[src/rtl/sos_pkg.sv]
// shared types and constants for the script opcode scanner
package sos_pkg;

    localparam int unsigned BYTE_W   = 8;
    localparam int unsigned SKIP_W   = 32;
    localparam int unsigned LEFT_W   = 3;
    localparam int unsigned POS_W    = 2;

    localparam logic [BYTE_W-1:0] TARGET_RESET    = 8'hBB;
    localparam logic [BYTE_W-1:0] DIRECT_PUSH_MAX = 8'h4B;
    localparam logic [BYTE_W-1:0] OPC_PUSHDATA1   = 8'h4C;
    localparam logic [BYTE_W-1:0] OPC_PUSHDATA2   = 8'h4D;
    localparam logic [BYTE_W-1:0] OPC_PUSHDATA4   = 8'h4E;

    typedef enum logic [1:0]
    {
        PHASE_OPCODE  = 2'd0,
        PHASE_LENGTH  = 2'd1,
        PHASE_PAYLOAD = 2'd2
    } phase_t;

    typedef enum logic [1:0]
    {
        VERDICT_FOUND     = 2'd0,
        VERDICT_ABSENT    = 2'd1,
        VERDICT_MALFORMED = 2'd2
    } verdict_t;

    typedef struct packed
    {
        logic     valid;
        verdict_t verdict;
    } result_t;

endpackage

[src/rtl/script_opcode_scanner.sv]
// top level of the script opcode scanner
// Scans a transaction script fed one byte per beat and tells whether the
// configured target opcode appears in opcode position. Direct pushes
// (0x00-0x4b) skip that many payload bytes; PUSHDATA1/2/4 read a 1-, 2- or
// 4-byte little-endian length and then skip that payload, so payload bytes are
// never searched. On the beat marked tlast one verdict beat leaves: 0 target
// found, 1 well formed but absent, 2 malformed (script ended inside a length
// field or payload, including a push opened on the last byte); malformed wins
// over found. All other beats produce nothing. The scan state updates in the
// cycle a beat is taken, so one byte is accepted every cycle; the verdict sits
// in an output register, and s_tready drops only while that register holds an
// untaken verdict and m_tready is low. The target opcode (reset 0xbb) is
// written on the cfg channel, which is always ready; write it only while idle.
module script_opcode_scanner
    import sos_pkg::*;
(
    input  logic              clk,
    input  logic              rst_n,
    // input stream
    input  logic              s_tvalid,
    output logic              s_tready,
    input  logic [BYTE_W-1:0] s_tdata,   // [7:0] script_byte
    input  logic              s_tlast,   // last_byte
    // output stream
    output logic              m_tvalid,
    input  logic              m_tready,
    output logic [7:0]        m_tdata,   // [1:0] verdict, [7:2] zero
    // target opcode write
    input  logic              cfg_valid,
    output logic              cfg_ready,
    input  logic [BYTE_W-1:0] cfg_data
);

    logic [BYTE_W-1:0] target_reg;
    logic              beat_accept;
    logic              out_full;
    result_t           result;
    verdict_t          verdict;

    // target opcode register
    always_ff @(posedge clk or negedge rst_n)
    begin
        if (!rst_n)
            target_reg <= TARGET_RESET;
        else if (cfg_valid && cfg_ready)
            target_reg <= cfg_data;
    end

    assign cfg_ready = 1'b1;

    // take a byte unless a verdict is stuck in the output register
    assign s_tready    = !out_full || m_tready;
    assign beat_accept = s_tvalid && s_tready;

    sos_scan_core u_core
    (
        .clk           (clk),
        .rst_n         (rst_n),
        .beat_accept   (beat_accept),
        .script_byte   (s_tdata),
        .last_byte     (s_tlast),
        .target_opcode (target_reg),
        .result        (result)
    );

    sos_out_reg u_out
    (
        .clk     (clk),
        .rst_n   (rst_n),
        .result  (result),
        .take    (m_tready),
        .full    (out_full),
        .verdict (verdict)
    );

    assign m_tvalid = out_full;
    assign m_tdata  = {6'b000000, verdict};

endmodule

[src/rtl/sos_scan_core.sv]
// per-byte scan state: phase, length assembly, payload countdown, found flag
module sos_scan_core
    import sos_pkg::*;
(
    input  logic              clk,
    input  logic              rst_n,
    input  logic              beat_accept,
    input  logic [BYTE_W-1:0] script_byte,
    input  logic              last_byte,
    input  logic [BYTE_W-1:0] target_opcode,
    output result_t           result
);

    phase_t              phase_reg, phase_next;
    logic [LEFT_W-1:0]   left_reg, left_next;
    logic [POS_W-1:0]    pos_reg, pos_next;
    logic [SKIP_W-1:0]   skip_reg, skip_next;
    logic                found_reg, found_next;

    always_ff @(posedge clk or negedge rst_n)
    begin
        if (!rst_n)
        begin
            phase_reg <= PHASE_OPCODE;
            left_reg  <= '0;
            pos_reg   <= '0;
            skip_reg  <= '0;
            found_reg <= 1'b0;
        end
        else
        begin
            phase_reg <= phase_next;
            left_reg  <= left_next;
            pos_reg   <= pos_next;
            skip_reg  <= skip_next;
            found_reg <= found_next;
        end
    end

    always_comb
    begin
        logic [LEFT_W-1:0] left_dec;
        logic [SKIP_W-1:0] skip_dec;

        phase_next = phase_reg;
        left_next  = left_reg;
        pos_next   = pos_reg;
        skip_next  = skip_reg;
        found_next = found_reg;
        result     = '{valid: 1'b0, verdict: VERDICT_ABSENT};
        left_dec   = (left_reg != '0) ? left_reg - LEFT_W'(1) : '0;
        skip_dec   = (skip_reg != '0) ? skip_reg - SKIP_W'(1) : '0;

        if (beat_accept)
        begin
            unique case (phase_reg)
                PHASE_LENGTH:
                begin
                    // little-endian length, one byte a beat
                    skip_next = skip_reg | (SKIP_W'(script_byte) << {pos_reg, 3'b000});
                    pos_next  = pos_reg + POS_W'(1);
                    left_next = left_dec;
                    if (left_dec == '0)
                        phase_next = (skip_next == '0) ? PHASE_OPCODE : PHASE_PAYLOAD;
                end
                PHASE_PAYLOAD:
                begin
                    skip_next = skip_dec;
                    if (skip_dec == '0)
                        phase_next = PHASE_OPCODE;
                end
                default:
                begin
                    // target check first: a target that is a push opcode starts no push
                    priority if (script_byte == target_opcode)
                        found_next = 1'b1;
                    else if (script_byte <= DIRECT_PUSH_MAX)
                    begin
                        skip_next  = SKIP_W'(script_byte);
                        left_next  = '0;
                        pos_next   = '0;
                        phase_next = (script_byte == '0) ? PHASE_OPCODE : PHASE_PAYLOAD;
                    end
                    else if (script_byte == OPC_PUSHDATA1 || script_byte == OPC_PUSHDATA2
                             || script_byte == OPC_PUSHDATA4)
                    begin
                        phase_next = PHASE_LENGTH;
                        pos_next   = '0;
                        skip_next  = '0;
                        if (script_byte == OPC_PUSHDATA1)
                            left_next = LEFT_W'(1);
                        else if (script_byte == OPC_PUSHDATA2)
                            left_next = LEFT_W'(2);
                        else
                            left_next = LEFT_W'(4);
                    end
                    else
                        phase_next = PHASE_OPCODE;
                end
            endcase

            if (last_byte)
            begin
                result.valid = 1'b1;
                if (phase_next == PHASE_LENGTH || phase_next == PHASE_PAYLOAD)
                    result.verdict = VERDICT_MALFORMED;
                else if (found_next)
                    result.verdict = VERDICT_FOUND;
                else
                    result.verdict = VERDICT_ABSENT;
                // back to reset for the next script
                phase_next = PHASE_OPCODE;
                left_next  = '0;
                pos_next   = '0;
                skip_next  = '0;
                found_next = 1'b0;
            end
        end
    end

    // length phase always has length bytes left to read
    a_length_has_bytes: assert property (@(posedge clk) disable iff (!rst_n)
        phase_reg == PHASE_LENGTH |-> left_reg != '0)
        else $error("length phase with no length bytes left");

    // payload phase always has payload left to skip
    a_payload_nonzero: assert property (@(posedge clk) disable iff (!rst_n)
        phase_reg == PHASE_PAYLOAD |-> skip_reg != '0)
        else $error("payload phase with zero skip count");

    // opcode phase never holds a pending length field
    a_opcode_no_left: assert property (@(posedge clk) disable iff (!rst_n)
        phase_reg == PHASE_OPCODE |-> left_reg == '0)
        else $error("opcode phase with length bytes pending");

    // a last byte leaves the scan cleared
    a_last_clears: assert property (@(posedge clk) disable iff (!rst_n)
        beat_accept && last_byte |=> phase_reg == PHASE_OPCODE && !found_reg
                                     && skip_reg == '0)
        else $error("scan state not cleared after last byte");

endmodule

[src/rtl/sos_out_reg.sv]
// verdict holding register toward the output stream
module sos_out_reg
    import sos_pkg::*;
(
    input  logic     clk,
    input  logic     rst_n,
    input  result_t  result,
    input  logic     take,
    output logic     full,
    output verdict_t verdict
);

    logic     valid_reg;
    verdict_t verdict_reg;

    always_ff @(posedge clk or negedge rst_n)
    begin
        if (!rst_n)
            valid_reg <= 1'b0;
        else if (result.valid)
            valid_reg <= 1'b1;
        else if (take)
            valid_reg <= 1'b0;
    end

    always_ff @(posedge clk)
    begin
        if (result.valid)
            verdict_reg <= result.verdict;
    end

    assign full    = valid_reg;
    assign verdict = verdict_reg;

endmodule

[config.mk]
export PLATFORM = sky130hd
export DESIGN_NAME = script_opcode_scanner
export DESIGN_NICKNAME = d
export VERILOG_FILES = /design/src/rtl/sos_pkg.sv /design/src/rtl/script_opcode_scanner.sv /design/src/rtl/sos_scan_core.sv /design/src/rtl/sos_out_reg.sv
export SDC_FILE = /design/constraint.sdc
export NUM_CORES = 1
export LEC_CHECK = 0
export ABC_AREA = 1
export BUFFER_PORTS_ARGS = -buffer_cell sky130_fd_sc_hd__buf_2
export CAP_MARGIN = 25
export CORE_MARGIN = 2
export CORE_UTILIZATION = 65
export CTS_BUF_LIST = sky130_fd_sc_hd__clkbuf_8
export DETAILED_ROUTE_END_ITERATION = 7
export PLACE_DENSITY = 0.85
export SYNTH_ARGS = -nofsm -noshare
export SYNTH_HDL_FRONTEND = slang
export SYNTH_SLANG_ARGS = --single-unit
[constraint.sdc]
create_clock -name clk -period 5.9 [get_ports clk]
set_clock_uncertainty 0.1 [all_clocks]
set_input_delay 1.18 -clock clk [delete_from_list [all_inputs] [get_ports clk]]
set_output_delay 1.18 -clock clk [all_outputs]
set_load 0.05 [all_outputs]
Word-level counts from Yosys, hierarchy flattened
Index checks and enable logic that the tools add are counted.
{ "op_classes": {"n_addsub": 3, "order_cmp": 1, "n_eq_ne": 11, "shift": 1, "n_mux": 39, "bitwise_logic": 1, "reduce_logical": 19} }
{ "op_table": {"columns": ["operator", "count"], "rows": [
  ["32-bit 2-to-1 mux", 5],
  ["32-bit logical NOT", 2],
  ["32-bit case mux with 2 select lines", 1],
  ["32-bit OR", 1],
  ["32-bit nonzero test", 1],
  ["8-bit by 5-bit left shift with 32-bit output", 1],
  ["32-bit by 1-bit subtractor with 32-bit output (second input constant)", 1],
  ["3-bit 2-to-1 mux", 9],
  ["2-bit 2-to-1 mux", 13],
  ["8-bit by 7-bit == test with 1-bit output (second input constant)", 3],
  ["8-bit == test", 1],
  ["8-bit by 7-bit <= comparator with 1-bit output (second input constant)", 1],
  ["8-bit logical NOT", 1],
  ["1-bit 2-to-1 mux", 8],
  ["2-bit case mux with 2 select lines", 2],
  ["3-bit case mux with 2 select lines", 1],
  ["5-bit nonzero test", 1],
  ["2-bit by 1-bit == test with 1-bit output (second input constant)", 2],
  ["2-bit == test (second input constant)", 2],
  ["1-bit logical OR", 4],
  ["4-bit inequality test (second input constant)", 1],
  ["4-bit AND reduction", 1],
  ["4-bit nonzero test", 1],
  ["3-bit logical NOT", 1],
  ["other kinds (11)", 11]
]} }
{ "word_totals": {"regBits": 51, "inputBits": 22, "output_inout_bits": 11, "word_cells": 83} }

Logic depth before layout (Yosys ltp)
Gate-level depths: netlist of the first run.
{ "logic_depth": {"ltp_word": 14, "depth_mapped": 20, "depth_no_buf": 19} }

Cells and area by module
A second synthesis of the first run with hierarchy kept.
{ "hier_totals": {"cells_unflattened": 716, "area_unflattened_um2": 4486.8} }
{ "by_module_without_submodules": {"columns": ["mod", "n_inst", "cells_each", "area_per_inst_um2", "seq_area_each_um2"], "rows": [
  ["sos_scan_core", 1, 663, 3991.3, 1001.0],
  ["script_opcode_scanner", 1, 46, 395.4, 207.7],
  ["sos_out_reg", 1, 7, 100.1, 85.1]
]} }

Worst setup path after synthesis of the first run
Ideal clock, no wire load.
{ "synth_path": {"path_type": "input -> register", "start": "in s_tdata[0]", "end": "reg u_out.verdict_reg[0] (netlist: u_out.verdict[0]) (data pin)", "arrival_time_ns": 2.503, "required_time_ns": 5.537, "slack_ns": 3.033, "stages": 12, "path_cell_list": "buf_2 > nand2_1 > o21ai_0 > or2_2 > nor4_1 > nand4_1 > a21oi_1 > nand2_1 > nand2_1 > nand2_1 > nand3_1 > nand2_1"} }
{ "synth_between": {"elab_chain_cells": 11, "word_cells_on_any_way": 27, "cone_classes": "order compare: 1; eq/ne: 6; shift: 1; mux: 13; bitwise: 1; reduce/logical: 5"} }
{ "synth_lines": {"columns": ["element", "line", "source"], "rows": [
  ["start, declared", "script_opcode_scanner.sv:22", "input logic [BYTE_W-1:0] s_tdata,"],
  ["branches (longest 10 deep; another with 8-bit by 5-bit left shift with 32-bit output)", null, null],
  ["2-bit 2-to-1 mux (*)", "sos_scan_core.sv:105", "if (phase_next == PHASE_LENGTH || phase_next == PHASE_PAYLOAD)"],
  ["end signal, assigned", "sos_out_reg.sv:29", "verdict_reg <= result.verdict;"],
  ["end, declared", "sos_out_reg.sv:14", "verdict_t verdict_reg;"]
]} }
Mark *: on every way between the ends. The select of a mux whose other input is x is not followed.
A chain may end at the register's enable or synchronous reset.

Worst setup path after layout of the first run
{ "layout_path": {"start": "in s_tdata[4]", "end": "reg u_core.skip_reg[7]"} }
{ "layout_between": {"elab_chain_cells": 5, "word_cells_on_any_way": 14, "cone_classes": "order compare: 1; eq/ne: 5; mux: 4; reduce/logical: 4"} }
{ "layout_lines": {"columns": ["element", "line", "source"], "rows": [
  ["8-bit by 7-bit <= comparator with 1-bit output or 8-bit by 7-bit == test with 1-bit output (tied branches)", "sos_scan_core.sv:77, sos_scan_core.sv:84", null],
  ["32-bit 2-to-1 mux or 1-bit logical OR (tied branches)", "sos_scan_core.sv:77, sos_scan_core.sv:84", null],
  ["32-bit 2-to-1 mux or 1-bit logical OR (tied branches)", "sos_scan_core.sv:75, sos_scan_core.sv:85", null],
  ["32-bit case mux with 2 select lines or 5-bit nonzero test (tied branches)", null, null],
  ["32-bit 2-to-1 mux or 3-bit AND reduction (tied branches)", null, null],
  ["end signal, assigned", "sos_scan_core.sv:35", "skip_reg <= skip_next;"],
  ["end, declared", "sos_scan_core.sv:17", "logic [SKIP_W-1:0] skip_reg, skip_next;"]
]} }
Several ways; a longest one is shown, not always the timed one. The select of a mux whose other input is x is not followed.

==> impl_results.md, run 1 <==
* Initial core utilization at 0.672
* Area grow syn2layout at 5.33%
* Yosys top cell area share at 0.251
* Final Worst Setup Slack at 2200 ps
* Yosys top cell by area: dfrtp_1
* Row cnt at 29
* Seq/Total Area, Yosys at 0.301
* DP Worst Slack at 1990 ps
* Unique masters post-synth at 39
* Met3 usage at 0.0564
* Ys Warns at 0
* GRT met2 Usage at 0.648
* Total grt overflow at 0
* Top FF cell, synth: dfrtp_1
* RSZ-0062 raised after global routing: false
* Commonest cells in the netlist: 201 x nand2_1, 98 x nor2_1, 88 x o21ai_0
* Endpoint class of the critical path: register
* Drt drc at 0
* Max reg flops at 32
* Final slew viol count at 0
* Crit-path max FO at 34
* Critical path launch point type: input port
* Max cap viols at 0
* Layout cells sized above 1 at 0.0840
* Ranking of synthesized cells by area: dfrtp_1 25%, nand2_1 18%, o21ai_0 10%, nor2_1 8.6%, inv_1 7.6%
* HP Class: reg2reg
* Post-CTS Repair Setup Buffers at 0
* Total GRT Usage at 0.397
* Crit Path Class: in2reg
* Vias at 5013
* WL per Instance at 17.4 microns
* TritonCTS clock tree: built
* Met1 usage at 0.522
* Post-Syn Instances at 714
* CTS Buffer Depth at 2
* Final #Nets at 750
* P_leak at 0.00234 uW
* Vias in the first global route at 4586
* DR iter-0 viols at 784
* Peak supply drop at 0.613 mV
* Dpl cell area at 4410 sq um
* Clock Pin Slew Worst Setup and Hold Paths at 100 ps
* Syn avg cell area at 6.01 sq um
* Largest net degree at the start of global routing at 35
* CP arrival at 3830 ps
* Fmax at 270 MHz
* Area of the multi-input gates at 2510 sq um
* Synthesized cell area at 4290 sq um
* Asr flop ratio synth at 0.961
* #FFs+latches synth at 51
* Buffers on Ports at 25
* DRT Pass-1 Iters at 8
* # resized after CTS at 0
* Crit share post-route at 0.627
* Final ANT Viol Nets at 0
* Most frequent cell after synthesis: nand2_1
* First-pass GRT wire length at 22500 microns
* GP Congestion at 0.995
* Total negative setup slack at 0 ps
* CTS Hold Bufs at 0
* Core Area at 6390 sq um
* Die width at 85.3 microns
* Most used routing layer in global routing: met2
* # IOs at 33
* Latest clock arrival within the worst-skew pair at 310 ps
* Tmin final at 3700 ps
* CTS HTree Levels at 2
* Status: finished clean
* Die Ht at roughly 85 microns
* Register area at 1290 sq um
* Initial antenna violation count at 0
* Setup Viol. Count Final at 0
* Pwr per Cell Area at approximately 670 nW/um^2
* Slew at the pin with the worst max-slew slack at 703 ps
* Fillers at 569
* Final Cell Area at 4520 sq um
* TritonCTS Buffers at 5
* Number of synthesized flops with an enable pin at 2
* Ant diodes at 0
* Final wirelength at 14000 microns
* Slack of the worst reg-to-reg path at 2630 ps
* Root buffer cell: clkbuf_8
* Max_slew headroom at 0.528
* CP Data Required Time at 6030 ps
* Die ar. at 7270 sq um
* Clock sink count at 51
* Final Hold Vio Count at 0
* Detail Placement HPWL at about 11000 microns
* Via density per instance at between 6 and 7
* Total power at 3040 uW
final timing paths:
| kind | from | to | depth (start not counted) |
|---|---|---|---|
| max | s_tdata[4] | u_core.skip_reg[7] | 15 |
| min | target_reg[7] | target_reg[7] | 2 |
| max reg2reg | u_core.skip_reg[0] | u_out.verdict[0] | 17 |
| min reg2reg | target_reg[7] | target_reg[7] | 2 |
| max in group asynchronous | rst_n | target_reg[7] | 2 |
| min in group asynchronous | rst_n | u_core.skip_reg[2] | 1 |
report_power, final:
group          switching, uW  internal (uW)
registers               71.7            412
logic                   1630            665
clock network            123            137
per-stage QoR:
stage	util	hold WS, ps	std cells
final	0.708	408	803
after global routing	0.708	421	803
after CTS	0.708	404	803
after detailed placement	0.690	388	795
after global placement	0.687	386	794
after floorplan	-	368	719
placed cells by master, fill, tap and decap left out, drive strengths merged, types with 2 or more instances in the layout:
cell type	instances
a21oi	21
a31oi	6
buf	28
clkbuf	6
clkinv	2
conb	7
dfrtp	43
dfstp	6
edfxtp	2
ha	3
inv	90
nand2	206
nand3	57
nand4	10
nor2	105
nor3	2
nor4	5
o21ai	91
o22ai	18
o31ai	4
xor2	4
final cells by class:
type                    instances  share of cell area
clock inverters                 2             0.00775
clock buffers                   6              0.0183
repair buffers                 28              0.0354
well taps                      77              0.0213
inverters                      91              0.0755
multi-input cells             548               0.556
flip-flops and latches         51               0.286
cells by family (layout without fill, tap and decap cells):
group	count (synthesis)	count (layout)	share of synthesized area
AO/OA/AOI/OAI	146	146	0.185
XOR/XNOR	5	5	0.0102
adder cells (fa/ha/maj)	3	3	0.00874
buffers and inverters	120	127	0.118
flip-flops	51	51	0.301
other	2	7	0.00175
AND/OR/NAND/NOR	387	387	0.375
per-layer routing:
metal | part of all wire | wire [microns]
met5 | 0 | 0
met4 | 0.054 | 753
met3 | 0.10 | 1460
met2 | 0.45 | 6310
met1 | 0.39 | 5440
critical path, cell delays in order:
cell	delay, ps
buf_2	130
nor2_1	180
nand2_1	90
nor2_1	110
nand3_1	120
nand3_1	100
nand2_1	60
nand3_1	90
nor2_1	70
nor2_2	100
buf_4	340
nand2_1	440
inv_1	530
nand2_1	140
o21ai_0	120
Power figures use the tool's default switching activity.
==> run 2, diff against run 1 <==
- ABC_AREA: 1 -> 0
- CORE_UTILIZATION: 65 -> 57
- PLACE_DENSITY: 0.85 -> 0.79
- clock period: 5.9 -> 3 ns (I/O delays scaled with it)
==> impl_results.md, run 2 <==
* Status: finished, violations left (was finished clean)
* Failing checks: negative setup slack
* Root buffer cell: clkbuf_8 (unchanged)
* Slowest stage delay, CP at 490 ps (was 530 ps)
* Clock Pin Slew Worst Setup and Hold Paths at 100 ps (about the same)
* Peak supply drop at 0.375 mV (was 0.613 mV)
* Seq/Total Area, Yosys at 0.296 (was 0.301)
* DP Worst Slack at -410 ps (was 1990 ps)
* FF-to-FF Start: u_core.skip_reg[1] (was u_core.skip_reg[0])
* Max reg flops at 32 (unchanged)
* Worst path slowest cell: or4b_4 (was inv_1)
* Endpoint class of the critical path: register (unchanged)
* Latest clock arrival within the worst-skew pair at 320 ps (was 310 ps)
* Crit share post-route at 1.15
* Slack of the worst reg-to-reg path at -440 ps (was 2630 ps)
* HP Class: in2async (was reg2reg)
* Die width at 91.6 microns (was 85.3 microns)
* Die ar. at 8380 sq um (was 7270 sq um)
* Number of synthesized flops with an enable pin at 2 (unchanged)
* Total GRT Usage at 0.384 (was 0.397)
* Row cnt at 31 (was 29)
* Total power at 3620 uW (was 3040 uW)
* Die Ht at 91.6 microns (was 85.3 microns)
* Area grow syn2layout at 28.7% (was 5.33%)
* CTS Buffer Depth at 2 (unchanged)
* Largest net degree at the start of global routing at 50 (was 35)
* Final wirelength at 16100 microns (was 14000 microns)
* Worst path top cell family by delay: simple AND/OR/NAND/NOR gates (unchanged)
* Layout cells sized above 1 at 0.303 (was 0.0840)
* Fmax at 290 MHz
* Unique masters post-synth at 75 (was 39)
* Commonest cells in the netlist: 63 x a21oi_1, 59 x nand2_1, 59 x nor2_1 (was 201 x nand2_1, 98 x nor2_1, 88 x o21ai_0)
* GP Congestion at 1.09 (was 0.995)
* Most frequent cells in the layout: 108 x buf_4, 58 x a21oi_1, 57 x nand2_1 (was 201 x nand2_1, 98 x nor2_1, 88 x o21ai_0)
* Crit Path Class: reg2reg (was in2reg)
* Worst R2R End: u_out.verdict[0] (unchanged)
* Max_slew headroom at 0.502 (was 0.528)
* Ant diodes at 0 (unchanged)
* Final Worst Setup Slack at -444 ps (was 2200 ps)
* Detail Placement HPWL at 11100 microns (was 10900 microns)
* Crit-path max FO at 5 (was 34)
* Final #Nets at 708 (was 750)
* Ys Warns at 0 (unchanged)
* Setup Viol. Count Final at 5 (was 0)
* DRT Pass-1 Iters at 6 (was 8)
* CP arrival at 3420 ps (was 3830 ps)
* Synthesized cell area at 4370 sq um (was 4290 sq um)
* CTS Hold Bufs at 0 (unchanged)
* First-pass GRT wire length at 25400 microns (was 22500 microns)
* Fillers at 531 (was 569)
* Tmin final at 3440 ps
* #FFs+latches synth at 51 (unchanged)
* Ranking of synthesized cells by area: dfrtp_1 25%, a21oi_1 7.2%, o21ai_0 6.2%, nand2_1 5.1%, nor2_1 5.1% (was dfrtp_1 25%, nand2_1 18%, o21ai_0 10%, nor2_1 8.6%, inv_1 7.6%)
* Drt drc at 0 (unchanged)
* WL per Instance at 20.6 microns (was 17.4 microns)
* Critical path launch point type: register (was input port)
* Via density per instance at 6.77 (was 6.24)
* Final slew viol count at 0 (unchanged)
* # IOs at 33 (unchanged)
* Total grt overflow at 0 (unchanged)
* Asr flop ratio synth at 0.961 (unchanged)
* Final ANT Viol Nets at 0 (unchanged)
* Syn avg cell area at 7.49 sq um (was 6.01 sq um)
* Slew at the pin with the worst max-slew slack at 744 ps (was 703 ps)
* Yosys top cell area share at 0.246 (was 0.251)
* Top FF cell, synth: dfrtp_1 (unchanged)
* Yosys top cell by area: dfrtp_1 (unchanged)
* Initial core utilization at 0.596 (was 0.672)
* CTS HTree Levels at 2 (unchanged)
* Vias in the first global route at 4932 (was 4586)
* Post-Syn Instances at 583 (was 714)
* Min Hold Slack at 262 ps (was 408 ps)
* Crit-path cells: inv_2 -> ha_4 -> or4b_4 -> or3_4 -> or3_1 -> a21oi_1 -> o2111a_1 -> a31oi_1 -> o31a_1 -> o32a_1 -> and3_1 (was buf_2 -> nor2_1 -> nand2_1 -> nor2_1 -> nand3_1 -> nand3_1 -> nand2_1 -> nand3_1 -> nor2_1 -> nor2_2 -> buf_4 -> nand2_1 -> inv_1 -> nand2_1 -> o21ai_0)
* DR iter-0 viols at 812 (was 784)
* Core Area at 7330 sq um (was 6390 sq um)
* Worst R2R Path Depth at 11 (was 17)
* Most common cell after layout, fill and taps aside: buf_4 (was nand2_1)
* Vias at 5303 (was 5013)
* TritonCTS Buffers at 5 (unchanged)
* Initial antenna violation count at 0 (unchanged)
* Most frequent cell after synthesis: a21oi_1 (was nand2_1)
* WP buf/inv at 1 (was 3)
* RSZ-0062 raised after global routing: true (was false)
* Clock sink count at 51 (unchanged)
* P_leak at 0.00246 uW (was 0.00234 uW)
* CP Data Required Time at 2980 ps (was 6030 ps)
* Final Hold Vio Count at 0 (unchanged)
* Pwr per Cell Area at 643 nW/um^2 (was 671 nW/um^2)
* Buffers on Ports at 25 (unchanged)
* TritonCTS clock tree: built (unchanged)
* Max cap viols at 0 (unchanged)
-- run 2: cell count changes after synthesis, sizes merged, moves of 35 or more --
cell / before / now
nand2: 206 / 59
inv: 90 / 12
nor2: 105 / 59
nand3: 57 / 14
a21oi: 21 / 63
o21ai: 91 / 56
-- run 2: timing repair --
| action | in CTS | in global routing |
|---|---|---|
| gates resized for setup | 14 | 21 |
| gates cloned | 1 | 1 |
| setup endpoints to repair | 5 | 18 |
| buffers inserted | 5 | 6 |
| pin swaps | 5 | 9 |
| hold endpoints to repair | 0 | 0 |
-- run 2: final cells by class --
class / instances / area, sq um / area share
Clock buffer: 5 / 68.8 / 0.0122
Clock inverter: 3 / 67.6 / 0.0120
Inverter: 13 / 48.8 / 0.00868
Multi-Input combinational cell: 471 / 2960 / 0.525
Sequential cell: 51 / 1290 / 0.230
Tap cell: 99 / 124 / 0.0220
Timing Repair Buffer: 141 / 1070 / 0.190
-- run 2: stage by stage --
stage                     cell area [sq um]  TNS [ps]  instances   util
after floorplan                        4430     -1040        588      -
after global placement                 5190     -1420        761  0.709
after detailed placement               5210     -1380        762  0.710
after CTS                              5450      -917        776  0.744
after global routing                   5620     -1960        783  0.767
final                                  5620     -1380        783  0.767
-- run 2: logic make-up after synthesis --
group                      share of synthesized area
buffers and inverters                         0.0736
other                                        0.00172
adders and majority gates                    0.00859
xor gates and xnor gates                      0.0261
muxes                                         0.0304
AOI/OAI and AO/OA                              0.285
and+or+nand+nor                                0.279
DFF                                            0.296
-- run 2: routing by layer --
layer | wire [microns] | GRT usage | vias to the layer above | part of all wire
met3 | 2040 | 0.0689 | 91 | 0.13
li1 | - | - | 2355 | -
met5 | 0 | 0 | - | 0
met4 | 835 | 0.194 | 0 | 0.052
met1 | 6060 | 0.519 | 2428 | 0.38
met2 | 7180 | 0.589 | 429 | 0.45
-- run 2: worst max path at each step --
stage	start	to	slack [ps]	depth (start not counted)
after global routing	u_core.skip_reg[18]	u_out.verdict[0]	-540	9
after CTS	u_core.skip_reg[1]	u_out.verdict[0]	-330	10
after global placement	u_core.skip_reg[1]	u_out.verdict[1]	-360	12
after detailed placement	u_core.skip_reg[1]	u_out.verdict[1]	-410	12
after floorplan	u_core.skip_reg[0]	u_out.verdict[0]	-450	12
final	u_core.skip_reg[1]	u_out.verdict[0]	-440	11
-- run 2: power by group --
part	switching, uW	total, uW	leakage [uW]	internal [uW]
Combinational	1220	2250	0.00173	1030
Clock	255	588	0.0000644	333
Sequential	33.3	774	0.000670	741
Total	1510	3620	0.00246	2100
